**config.mk**
```make
export PLATFORM = sky130hd
export DESIGN_NAME = indexed_table_insert_delete_search
export DESIGN_NICKNAME = d
export VERILOG_FILES = /design/src/rtl/itbl_pkg.sv /design/src/rtl/indexed_table_insert_delete_search.sv
export SDC_FILE = /design/constraint.sdc
export NUM_CORES = 2
export LEC_CHECK = 0
export ABC_AREA = 1
export CORE_MARGIN = 4
export CORE_UTILIZATION = 55
export DETAILED_ROUTE_END_ITERATION = 7
export DONT_BUFFER_PORTS = 1
export HOLD_SLACK_MARGIN = 0.1
export PLACE_DENSITY_LB_ADDON = 0.05
export REMOVE_ABC_BUFFERS = 1
export SKIP_LAST_GASP = 1
export SYNTH_ARGS = -nofsm -noshare
export SYNTH_HDL_FRONTEND = slang
export SYNTH_SLANG_ARGS = --single-unit
```
**constraint.sdc**
```tcl
create_clock -name clk -period 6.5 [get_ports clk]
set_clock_uncertainty 0.05 [all_clocks]
set_input_delay 1.95 -clock clk [delete_from_list [all_inputs] [get_ports clk]]
set_output_delay 1.95 -clock clk [all_outputs]
set_load 0.01 [all_outputs]
```
**src/rtl/itbl_pkg.sv**
```systemverilog
`timescale 1ns / 1ps
`default_nettype none

package itbl_pkg;

    // Table depth used when the top level is not given another one.
    localparam int DEFAULT_CAPACITY = 64;

    typedef enum logic [1:0] {
        OP_INSERT = 2'd0,
        OP_DELETE = 2'd1,
        OP_LINEAR = 2'd2,
        OP_BINARY = 2'd3
    } opcode_t;

    typedef enum logic [1:0] {
        STAT_OK        = 2'd0,
        STAT_NOT_FOUND = 2'd1,
        STAT_FULL      = 2'd2,
        STAT_RANGE     = 2'd3
    } status_t;

    typedef enum logic [3:0] {
        ST_IDLE,
        ST_INS_SHIFT,
        ST_INS_DRAIN,
        ST_INS_PUT,
        ST_DEL_SHIFT,
        ST_DEL_DRAIN,
        ST_LIN,
        ST_BIN_RD,
        ST_BIN_CMP,
        ST_FIN
    } state_t;

endpackage

`default_nettype wire

```
**src/rtl/indexed_table_insert_delete_search.sv**
```systemverilog
`timescale 1ns / 1ps
`default_nettype none

// Ordered table of CAPACITY signed 32-bit entries in a single-port-write,
// single-port-read synchronous RAM, plus a count of valid entries. Each request
// item (insert at a position, delete at a position, linear search, binary
// search) yields one response item with a status, a found index and the new
// entry count. The block works on one request at a time; the RAM has one read
// and one write per cycle, and that port sets the timing. An insert shifts the
// entries from its position upward and a delete shifts those above it downward;
// every moved entry passes through the RAM once (reads and write-backs overlap).
// A delete of the last entry only lowers the count. Each binary search probe
// first puts out the address, then compares against the registered read data.
// A rejected request and a linear search of an empty table go straight to the
// finishing state. The response item shows up in the same cycle in which the
// block can first take the next request item. A new request item is taken only
// when the block is idle; the finished response sits in an output register, so
// the block goes idle even while the response item waits to be taken. No
// clearing pass is needed after reset: only entries below the count are ever used.
module indexed_table_insert_delete_search
    import itbl_pkg::*;
#(
    parameter int  CAPACITY = DEFAULT_CAPACITY,
    localparam int IDX_W    = $clog2(CAPACITY),
    localparam int CNT_W    = $clog2(CAPACITY + 1)
)
(
    input  wire logic                    clk,
    input  wire logic                    rst_n,

    input  wire logic                    req_valid,
    output logic                         req_stall,
    input  wire logic [1:0]              opcode,
    input  wire logic [IDX_W-1:0]        position,
    input  wire logic signed [31:0]      value,

    output logic                         rsp_valid,
    input  wire logic                    rsp_stall,
    output logic [1:0]                   status,
    output logic [IDX_W-1:0]             found_index,
    output logic [CNT_W-1:0]             entry_count
);

    // Table RAM. Reset leaves it undefined; only written entries are used.
    logic [31:0]       table_mem [CAPACITY];
    logic              mem_we;
    logic [IDX_W-1:0]  mem_waddr;
    logic [31:0]       mem_wdata;
    logic [IDX_W-1:0]  mem_raddr;
    logic [31:0]       rdata_reg;

    state_t            state_reg, state_next;

    // Request held for the duration of the operation.
    logic [IDX_W-1:0]  pos_reg, pos_next;
    logic signed [31:0] val_reg, val_next;

    logic [CNT_W-1:0]  cnt_reg, cnt_next;

    // Walk index and the write-back that follows each read in the next cycle.
    logic [IDX_W-1:0]  idx_reg, idx_next;
    logic              pend_reg, pend_next;
    logic [IDX_W-1:0]  pend_addr_reg, pend_addr_next;

    // Binary search bounds; hi1 is one past the upper bound so it never goes negative.
    logic [CNT_W-1:0]  lo_reg, lo_next;
    logic [CNT_W-1:0]  hi1_reg, hi1_next;
    logic [IDX_W-1:0]  mid_reg, mid_next;

    // Result waiting in the finishing state.
    status_t           res_status_reg, res_status_next;
    logic [IDX_W-1:0]  res_index_reg, res_index_next;

    // Output register.
    logic              rsp_valid_reg, rsp_valid_next;
    logic [1:0]        status_reg, status_next;
    logic [IDX_W-1:0]  found_index_reg, found_index_next;
    logic [CNT_W-1:0]  entry_count_reg, entry_count_next;

    logic              req_take;
    logic              rsp_free;
    logic [CNT_W-1:0]  pos_ext_in;
    logic [CNT_W-1:0]  cnt_last;
    logic [CNT_W-1:0]  idx_ext;
    logic              table_full;
    logic              ins_range;
    logic              ins_append;
    logic              del_range;
    logic              del_last;
    logic              ins_at_pos;
    logic              walk_at_last;
    logic              chk_hit;
    logic              bin_empty;
    logic [CNT_W:0]    mid_sum;
    logic [IDX_W-1:0]  mid_calc;
    logic              probe_less;

    assign req_stall   = (state_reg != ST_IDLE);
    assign req_take    = req_valid && !req_stall;
    assign rsp_free    = !rsp_valid_reg || !rsp_stall;

    assign pos_ext_in  = CNT_W'(position);
    assign cnt_last    = cnt_reg - CNT_W'(1);
    assign idx_ext     = CNT_W'(idx_reg);
    assign table_full  = (cnt_reg == CNT_W'(CAPACITY));
    assign ins_range   = (pos_ext_in > cnt_reg);
    assign ins_append  = (pos_ext_in == cnt_reg);
    assign del_range   = (pos_ext_in >= cnt_reg);
    assign del_last    = (pos_ext_in == cnt_last);
    assign ins_at_pos  = (idx_reg == pos_reg);
    assign walk_at_last = (idx_ext == cnt_last);
    // In the linear walk, pend_reg marks that rdata_reg holds entry pend_addr_reg.
    assign chk_hit     = pend_reg && (rdata_reg == val_reg);
    assign bin_empty   = (lo_reg >= hi1_reg);
    assign mid_sum     = (CNT_W + 1)'(lo_reg) + (CNT_W + 1)'(hi1_reg) - (CNT_W + 1)'(1);
    assign mid_calc    = mid_sum[IDX_W:1];
    assign probe_less  = ($signed(rdata_reg) < val_reg);

    // Next state.
    always_comb
    begin
        state_next = state_reg;
        case (state_reg)
            ST_IDLE:
            begin
                if (req_take)
                begin
                    case (opcode_t'(opcode))
                        OP_INSERT:
                        begin
                            if (table_full || ins_range)
                            begin
                                state_next = ST_FIN;
                            end
                            else if (ins_append)
                            begin
                                state_next = ST_INS_PUT;
                            end
                            else
                            begin
                                state_next = ST_INS_SHIFT;
                            end
                        end
                        OP_DELETE:
                        begin
                            if (del_range || del_last)
                            begin
                                state_next = ST_FIN;
                            end
                            else
                            begin
                                state_next = ST_DEL_SHIFT;
                            end
                        end
                        OP_LINEAR:
                        begin
                            state_next = (cnt_reg == '0) ? ST_FIN : ST_LIN;
                        end
                        default:
                        begin
                            state_next = ST_BIN_RD;
                        end
                    endcase
                end
            end
            ST_INS_SHIFT:
            begin
                if (ins_at_pos)
                begin
                    state_next = ST_INS_DRAIN;
                end
            end
            ST_INS_DRAIN: state_next = ST_INS_PUT;
            ST_INS_PUT:   state_next = ST_FIN;
            ST_DEL_SHIFT:
            begin
                if (walk_at_last)
                begin
                    state_next = ST_DEL_DRAIN;
                end
            end
            ST_DEL_DRAIN: state_next = ST_FIN;
            ST_LIN:
            begin
                if (chk_hit || (pend_reg && (CNT_W'(pend_addr_reg) == cnt_last)))
                begin
                    state_next = ST_FIN;
                end
            end
            ST_BIN_RD:
            begin
                state_next = bin_empty ? ST_FIN : ST_BIN_CMP;
            end
            ST_BIN_CMP:
            begin
                state_next = (rdata_reg == val_reg) ? ST_FIN : ST_BIN_RD;
            end
            ST_FIN:
            begin
                if (rsp_free)
                begin
                    state_next = ST_IDLE;
                end
            end
            default: state_next = ST_IDLE;
        endcase
    end

    // Datapath, RAM controls and result.
    always_comb
    begin
        pos_next         = pos_reg;
        val_next         = val_reg;
        cnt_next         = cnt_reg;
        idx_next         = idx_reg;
        pend_next        = pend_reg;
        pend_addr_next   = pend_addr_reg;
        lo_next          = lo_reg;
        hi1_next         = hi1_reg;
        mid_next         = mid_reg;
        res_status_next  = res_status_reg;
        res_index_next   = res_index_reg;
        rsp_valid_next   = rsp_valid_reg;
        status_next      = status_reg;
        found_index_next = found_index_reg;
        entry_count_next = entry_count_reg;
        mem_we           = 1'b0;
        mem_waddr        = pend_addr_reg;
        mem_wdata        = rdata_reg;
        mem_raddr        = idx_reg;

        if (rsp_valid_reg && !rsp_stall)
        begin
            rsp_valid_next = 1'b0;
        end

        case (state_reg)
            ST_IDLE:
            begin
                if (req_take)
                begin
                    pos_next        = position;
                    val_next        = value;
                    pend_next       = 1'b0;
                    res_status_next = STAT_OK;
                    res_index_next  = '0;
                    case (opcode_t'(opcode))
                        OP_INSERT:
                        begin
                            if (table_full)
                            begin
                                res_status_next = STAT_FULL;
                            end
                            else if (ins_range)
                            begin
                                res_status_next = STAT_RANGE;
                            end
                            idx_next = cnt_last[IDX_W-1:0];
                        end
                        OP_DELETE:
                        begin
                            if (del_range)
                            begin
                                res_status_next = STAT_RANGE;
                            end
                            else if (del_last)
                            begin
                                cnt_next = cnt_last;
                            end
                            idx_next = position + IDX_W'(1);
                        end
                        OP_LINEAR:
                        begin
                            if (cnt_reg == '0)
                            begin
                                res_status_next = STAT_NOT_FOUND;
                            end
                            idx_next = '0;
                        end
                        default:
                        begin
                            lo_next  = '0;
                            hi1_next = cnt_reg;
                        end
                    endcase
                end
            end
            ST_INS_SHIFT:
            begin
                // Read entry idx while the previous read lands one place up.
                mem_we         = pend_reg;
                pend_next      = 1'b1;
                pend_addr_next = idx_reg + IDX_W'(1);
                idx_next       = idx_reg - IDX_W'(1);
            end
            ST_INS_DRAIN:
            begin
                mem_we = 1'b1;
            end
            ST_INS_PUT:
            begin
                mem_we    = 1'b1;
                mem_waddr = pos_reg;
                mem_wdata = val_reg;
                cnt_next  = cnt_reg + CNT_W'(1);
            end
            ST_DEL_SHIFT:
            begin
                // Read entry idx while the previous read lands one place down.
                mem_we         = pend_reg;
                pend_next      = 1'b1;
                pend_addr_next = idx_reg - IDX_W'(1);
                idx_next       = idx_reg + IDX_W'(1);
            end
            ST_DEL_DRAIN:
            begin
                mem_we   = 1'b1;
                cnt_next = cnt_last;
            end
            ST_LIN:
            begin
                if (chk_hit)
                begin
                    res_index_next = pend_addr_reg;
                end
                else if (pend_reg && (CNT_W'(pend_addr_reg) == cnt_last))
                begin
                    res_status_next = STAT_NOT_FOUND;
                end
                else
                begin
                    pend_next      = 1'b1;
                    pend_addr_next = idx_reg;
                    idx_next       = idx_reg + IDX_W'(1);
                end
            end
            ST_BIN_RD:
            begin
                mem_raddr = mid_calc;
                mid_next  = mid_calc;
                if (bin_empty)
                begin
                    res_status_next = STAT_NOT_FOUND;
                end
            end
            ST_BIN_CMP:
            begin
                if (rdata_reg == val_reg)
                begin
                    res_index_next = mid_reg;
                end
                else if (probe_less)
                begin
                    lo_next = CNT_W'(mid_reg) + CNT_W'(1);
                end
                else
                begin
                    hi1_next = CNT_W'(mid_reg);
                end
            end
            ST_FIN:
            begin
                if (rsp_free)
                begin
                    rsp_valid_next   = 1'b1;
                    status_next      = res_status_reg;
                    found_index_next = res_index_reg;
                    entry_count_next = cnt_reg;
                end
            end
            default:
            begin
            end
        endcase
    end

    always_ff @(posedge clk)
    begin
        if (mem_we)
        begin
            table_mem[mem_waddr] <= mem_wdata;
        end
        rdata_reg <= table_mem[mem_raddr];
    end

    always_ff @(posedge clk or negedge rst_n)
    begin
        if (!rst_n)
        begin
            state_reg     <= ST_IDLE;
            cnt_reg       <= '0;
            pend_reg      <= 1'b0;
            rsp_valid_reg <= 1'b0;
        end
        else
        begin
            state_reg     <= state_next;
            cnt_reg       <= cnt_next;
            pend_reg      <= pend_next;
            rsp_valid_reg <= rsp_valid_next;
        end
    end

    always_ff @(posedge clk)
    begin
        pos_reg         <= pos_next;
        val_reg         <= val_next;
        idx_reg         <= idx_next;
        pend_addr_reg   <= pend_addr_next;
        lo_reg          <= lo_next;
        hi1_reg         <= hi1_next;
        mid_reg         <= mid_next;
        res_status_reg  <= res_status_next;
        res_index_reg   <= res_index_next;
        status_reg      <= status_next;
        found_index_reg <= found_index_next;
        entry_count_reg <= entry_count_next;
    end

    assign rsp_valid   = rsp_valid_reg;
    assign status      = status_reg;
    assign found_index = found_index_reg;
    assign entry_count = entry_count_reg;

endmodule

`default_nettype wire
```
== After elaboration in Yosys (flattened, before gate mapping) ==
Memories as Yosys holds them, arrays and structs flattened. A register that Yosys moved wholly into a read port is not among the register bits.
Index checks and enable logic that the tools add are counted.

* Add/sub/neg operators: 8
* Magnitude comparators: 4
* Equal/unequal tests: 37
* Mux-type cells: 63
* Reductions and logical operators: 37

{| class="wikitable"
|+ Operators with widths
! cell !! count
|-
| 7-bit two-way mux || 12
|-
| 6-bit two-way mux || 10
|-
| 6-bit case mux with 3 select lines || 3
|-
| 4-bit two-way mux || 9
|-
| 4-bit case mux with 9 select lines || 1
|-
| 2-bit inequality test, second input constant || 17
|-
| 32-bit == test || 1
|-
| 32-bit less-than comparator || 1
|-
| 32-bit two-way mux || 1
|-
| 5-bit AND reduction || 6
|-
| 6-bit by 7-bit == test with 1-bit output || 4
|-
| 7-bit case mux with 2 select lines || 2
|-
| 6-bit case mux with 4 select lines || 1
|-
| 7-bit case mux with 3 select lines || 1
|-
| 4-bit by 3-bit == test with 1-bit output, second input constant || 4
|-
| 2-bit two-way mux || 8
|-
| 3-bit nonzero test || 5
|-
| 7-bit by 1-bit subtractor with 7-bit output, second input constant || 2
|-
| 6-bit by 1-bit adder with 6-bit output, second input constant || 2
|-
| 2-bit case mux with 3 select lines || 2
|-
| 4-bit case mux with 3 select lines || 1
|-
| 1-bit two-way mux || 10
|-
| 4-bit by 2-bit == test with 1-bit output, second input constant || 2
|-
| 4-bit == test, second input constant || 2
|-
| other kinds (29) || 42
|}

* Register bits after elaboration: 106
* Memory bits (writable): 2048
* Input bits: 44
* Output and inout bits: 17
* Logic and storage cells: 166
* Memories: 1

{| class="wikitable"
|+ Memory list
! name !! depth !! bits a word !! rd ports !! clocked after Yosys merged registers in !! write ports !! line !! source
|-
| table_mem || 64 || 32 || 1 || 1 || 1 || indexed_table_insert_delete_search.sv:45 || <nowiki>logic [31:0] table_mem [CAPACITY];</nowiki>
|}

== Longest topological paths before layout ==
* Depth after elaboration: 7
* Gate-level depth with buffers: 17
* Mapped depth without buffers: 17

== Worst setup path before layout ==
No wires, ideal clock.

* Path type: flip-flop to flip-flop
* From: register state_reg[3]
* To: memory table_mem[0][31] (data pin)
* Setup time: 702 ps
* Arrival: 3837 ps
* Required time: 5748 ps
* Path slack: 1911 ps
* Stages on the path, launching flop included: 8
* Path buffers: 2
* Period minus slack after synthesis: 4589 ps
* Cells stage by stage: dfrtp_1 > nor2_1 > inv_2 > nor2_2 > inv_2 > clkbuf_1 > clkbuf_1 > o21ai_0

* Longest elaborated chain between the ends: 2

{| class="wikitable"
|+ Ends and longest elaborated chain
! element !! line !! source
|-
| from (decl) || indexed_table_insert_delete_search.sv:52 || <nowiki>state_t state_reg, state_next;</nowiki>
|-
| from (signal assigned) || indexed_table_insert_delete_search.sv:397 || <nowiki>state_reg <= state_next;</nowiki>
|-
| 4-bit by 2-bit == test with 1-bit output || indexed_table_insert_delete_search.sv:237 || <nowiki>case (state_reg)</nowiki>
|-
| 32-bit two-way mux || indexed_table_insert_delete_search.sv:237 ||
|-
| net mem_wdata[31] || indexed_table_insert_delete_search.sv:48 || <nowiki>logic [31:0] mem_wdata;</nowiki>
|-
| to (decl) || indexed_table_insert_delete_search.sv:45 ||
|}

The timed path passes the listed nets, and every way through them passes these cells.

== Worst setup path in the final report ==
* From: register lo_reg[1]
* To: register rdata_reg[27], read port of table_mem

* Longest elaborated chain between the ends: 3

{| class="wikitable"
|+ Ends and longest elaborated chain
! element !! line !! source
|-
| from (decl) || indexed_table_insert_delete_search.sv:66 || <nowiki>logic [CNT_W-1:0] lo_reg, lo_next;</nowiki>
|-
| from (signal assigned) || indexed_table_insert_delete_search.sv:410 || <nowiki>lo_reg <= lo_next;</nowiki>
|-
| 7-bit adder || indexed_table_insert_delete_search.sv:115 || <nowiki>assign mid_sum = (CNT_W + 1)'(lo_reg) + (CNT_W + 1)'(hi1_reg) - (CNT_W + 1)'(1);</nowiki>
|-
| 7-bit by 1-bit subtractor with 7-bit output || indexed_table_insert_delete_search.sv:115 ||
|-
| net mid_sum[2] || indexed_table_insert_delete_search.sv:94 || <nowiki>logic [CNT_W:0] mid_sum;</nowiki>
|-
| 6-bit two-way mux || indexed_table_insert_delete_search.sv:237 ||
|-
| to (decl) || indexed_table_insert_delete_search.sv:50 || <nowiki>logic [31:0] rdata_reg;</nowiki>
|}

The timed path passes the listed nets, and every way through them passes these cells.
A chain may end at the register's enable or synchronous reset.

==> results by group <==
Outcome
  • Status: complete, no violations

Timing
  • Maximum clock frequency: between 200 and 250 MHz
  • Final hold vios: 0
  • Slew Viols, Final: 0
  • Slew @ Worst Pin: ~1300 ps
  • Post-layout min period: 4510 ps
  • Finish-stage setup viols: 0
  • Slew margin rel.: about 15%
  • Part of the cycle the worst path needs: just under 70%
  • Hold WS: 377 ps
  • Unrepaired setup endpoints after global routing: false

Critical path
  • CP Max Fanout: 86
  • Setup crit start kind: flip-flop
  • Worst-path cell chain: inv_1 -> ha_1 -> inv_1 -> ha_1 -> fa_1 -> o21ai_4 -> buf_12 -> inv_8 -> buf_4 -> o211ai_1 -> nand3_1 -> nand3_1 -> nand3_1 -> nand3_1 -> nand2_1
  • Max incr delay on CP: around 680 ps
  • R2R Path End: rdata_reg[27]$_DFF_P_
  • Critical path arrival: roughly 5200 ps
  • Reg2reg setup slack: 1990 ps
  • Crit Path Category: reg2reg
  • Required @ worst endpoint: between 7000 and 8000 ps
  • Crit. End Element: flip-flop
  • Slowest-stage cell, CP: inv_8
  • Critical Path Most Common Cell: nand3_1
  • Worst r2r src: lo_reg[1]$_SDFFCE_PN0P_
  • Reg2reg path depth: 15

Global routing
  • First-pass GRT wire length: 379000 um
  • GRT Util Overall: ~29%
  • Gr ovfl total: 0
  • Largest net degree at the start of global routing: 145
  • Antenna violations before repair: 7
  • Number of global-route vias before repair: between 50000 and 60000

Clock network
  • Setup Buffers After CTS: 0
  • Post-CTS sizing: 0
  • H-tree depth: 4
  • Worst skew pair latency: 850 ps
  • Clock Path Buffers: 3
  • CTS Hold Buffers Added: 0
  • TritonCTS clock tree: yes
  • TritonCTS buffer count: 219
  • Clk slew on worst S/H paths: ~60 ps
  • Clock sink count: ~2200
  • Root buf cell: clkbuf_16

Placement
  • Area after DPL: around 96000 sq um
  • RD Place Congestion: 0.875
  • Post-DP HPWL: ~140000 um
  • Dpl cells: approximately 10000
  • Buffers added on ports: 0

Logic synthesis
  • Top post-synthesis cells by area: edfxtp_1 69%, nand2_1 13%, nand3_1 6.5%, inv_1 3.2%, o211ai_1 2.0%
  • Post-synth ARST share: less than 1%
  • Share of the synthesized area in the top cell type: between 60% and 70%
  • Synth top cells by count: 3178 x nand2_1, 2141 x edfxtp_1, 1203 x nand3_1, 790 x inv_1, 291 x buf_2
  • Most area-hungry cell type in the Yosys netlist: edfxtp_1
  • Number of synthesized flops with an enable pin: 2141
  • Synth Area per Inst: around 11 sq um
  • Synthesis warning total: 0
  • Synth Instances: roughly 8500
  • Most frequent cell after synthesis: nand2_1
  • Post-synthesis sequential area ratio: ~70%
  • Distinct cells, synth: 43
  • Synth Flop Type: edfxtp_1
  • Synthesized cell area: just over 90000 sq um
  • Yosys reg bits: between 2000 and 2500

Power
  • Switching power: 5.25 mW
  • P_leak: roughly 36 nW
  • Pwr/cell area: between 200 and 300 nW/um^2
  • Clk pwr share: about 44%
  • VDD IR max: slightly below 300 uV
  • Comb power frac: less than 1%
  • Sw Ratio: approximately a fifth
  • Share of power burned in registers: a little under three fifths
  • Internal power: approximately 22 mW

Final layout
  • Max reg flops: between 2000 and 2500
  • Fin cells: around 11000
  • Layout area overhead: 10.8%
  • Finished layout cell area: around 100000 sq um
  • Fraction of layout cells with a size suffix above 1: around 6.6%
  • Final core utilization: between 60% and 70%
  • Net count reported at finish: roughly 8500

Routing
  • Vias per cell: about 5.7
  • Residual DRC: 0
  • WL final: 256000 um
  • Wirelength per Cell: between 20 and 25 um
  • Starting DRT DRC Count: between 7000 and 8000
  • DRT antenna net count: 0
  • Pre-Repair DR Iteration Count: 5
  • Routed vias: between 60000 and 70000

Die
  • Die area: 176000 sq um
  • Die H: approximately 420 um
  • Die Wd: 419 um
  • CORE AREA: approximately 170000 sq um
  • Initial core utilization: 55.4%
  • IO Pins: between 60 and 70
  • FP Rows: 150

Min path
  • HP Start: res_status_reg[0]$_SDFFCE_PP1P_
  • WHS Endpoint: status[0]$_DFFE_PP_
  • Hold Path Stages: 0
  • Hold/Removal Path Class: reg2reg

Flow run
  • Max-cap violations: 0
==> cell type report <==
type                    count  area, sq um
clock inverters           111          835
inverters                 798         3020
diodes                      4         10.0
clock buffers             297         5990
flip-flops and latches   2186        65300
multi-input cells        5061        23500
fillers                 13411        64600
repair buffers            163         1600
well taps                2204         2760
==> worst max-delay path by stage <==
stage,startpoint,endpoint,slack (ps),cells after the start
after floorplan,lo_reg[1]$_SDFFCE_PN0P_,rdata_reg[13]$_DFF_P_,-19730,13
after detailed placement,lo_reg[1]$_SDFFCE_PN0P_,rdata_reg[27]$_DFF_P_,2090,15
after CTS,lo_reg[1]$_SDFFCE_PN0P_,rdata_reg[27]$_DFF_P_,2060,15
final,lo_reg[1]$_SDFFCE_PN0P_,rdata_reg[27]$_DFF_P_,1990,15
after global routing,lo_reg[1]$_SDFFCE_PN0P_,rdata_reg[20]$_DFF_P_,1880,15
after global placement,lo_reg[1]$_SDFFCE_PN0P_,rdata_reg[25]$_DFF_P_,2140,15
==> power groups by stage <==
stage          Combinational (mW)  Clock, mW  Sequential [mW]
5_1_grt                    0.0223       12.9             15.2
6_report                   0.0193       12.1             15.2
4_1_cts                    0.0190       12.3             15.2
3_3_place_gp               0.0182          0             15.5
3_5_place_dp               0.0189          0             15.5
2_1_floorplan              0.0148          0             15.5
==> worst max-delay path: cells and delay by family, from the launching register on <==
kind	cells	cell delay (ps)
AOI/OAI and AO/OA	2	250
and+or+nand+nor	5	1010
DFF	1	350
adders and majority gates	3	1180
buffers and inverters	5	1500
==> cells by family (layout without fill, tap and decap cells) <==
family                   count (synthesis)  after routing  synth area share, %
AND/OR/NAND/NOR                       4557           4557                 20.2
flip-flops                            2186           2186                 70.2
buffers and inverters                 1256           1369                 5.47
AO/OA/AOI/OAI                          402            402                 2.89
adder cells (fa/ha/maj)                 68             68                0.924
XOR/XNOR                                33             33                0.311
multiplexers                             1              1               0.0121
other                                    0              4                    0
==> routing by layer <==
metal  track usage, %  routed length [um]  up-vias
met5                0                  27        -
met4             8.07                6520        4
met3             4.91               21200      352
met2             45.5              119000     2488
met1             42.1              109000    30086
li1                 -                   -    28610
==> metrics by stage <==
| stage | setup slack (ps) | setup TNS, ps | total power, mW |
|---|---|---|---|
| detailed placement | 2090 | 0 | 15.5 |
| floorplan | -19730 | -630520 | 15.5 |
| finish | 1990 | 0 | 27.4 |
| CTS | 2060 | 0 | 27.5 |
| global route | 1880 | 0 | 28.1 |
| global placement | 2140 | 0 | 15.5 |
==> layout by cell type (no fill, tap or decap), types with 2 or more instances in the layout <==
cell       synthesis  layout
buf_12             0      27
clkbuf_8           0       5
clkinv_8           0       2
o21a_1             2       2
a211oi_1           2       2
nor2_4             1      66
nand2_4            1       2
nor4_1             3       3
nor3b_1            2       2
nand4_1           18      18
nand3_1         1203    1203
buf_16             0       2
o21ai_0          104      70
xnor2_1            2       2
inv_6              0       3
o22ai_1            4       4
dfrtp_1           13      13
diode_2            0       4
inv_8              0       2
clkbuf_16          0     227
inv_1            790     789
o21ai_4            0      36
o211ai_1         249     249
clkinv_1           2      58
nand2_1         3178    3176
nor2_2             2       2
clkinv_2           0      38
bufinv_16          0      12
dfxtp_1           32      32
edfxtp_1        2141    2141
xor2_1            31      31
o221ai_1           2       2
a21oi_1           31      31
nor3_1            16      15
clkbuf_1         138      65
nor2_1           128      63
nand2_2            2       2
inv_2              6       2
ha_1              67      67
buf_4              2     134
(Power assumes the default switching activity.)
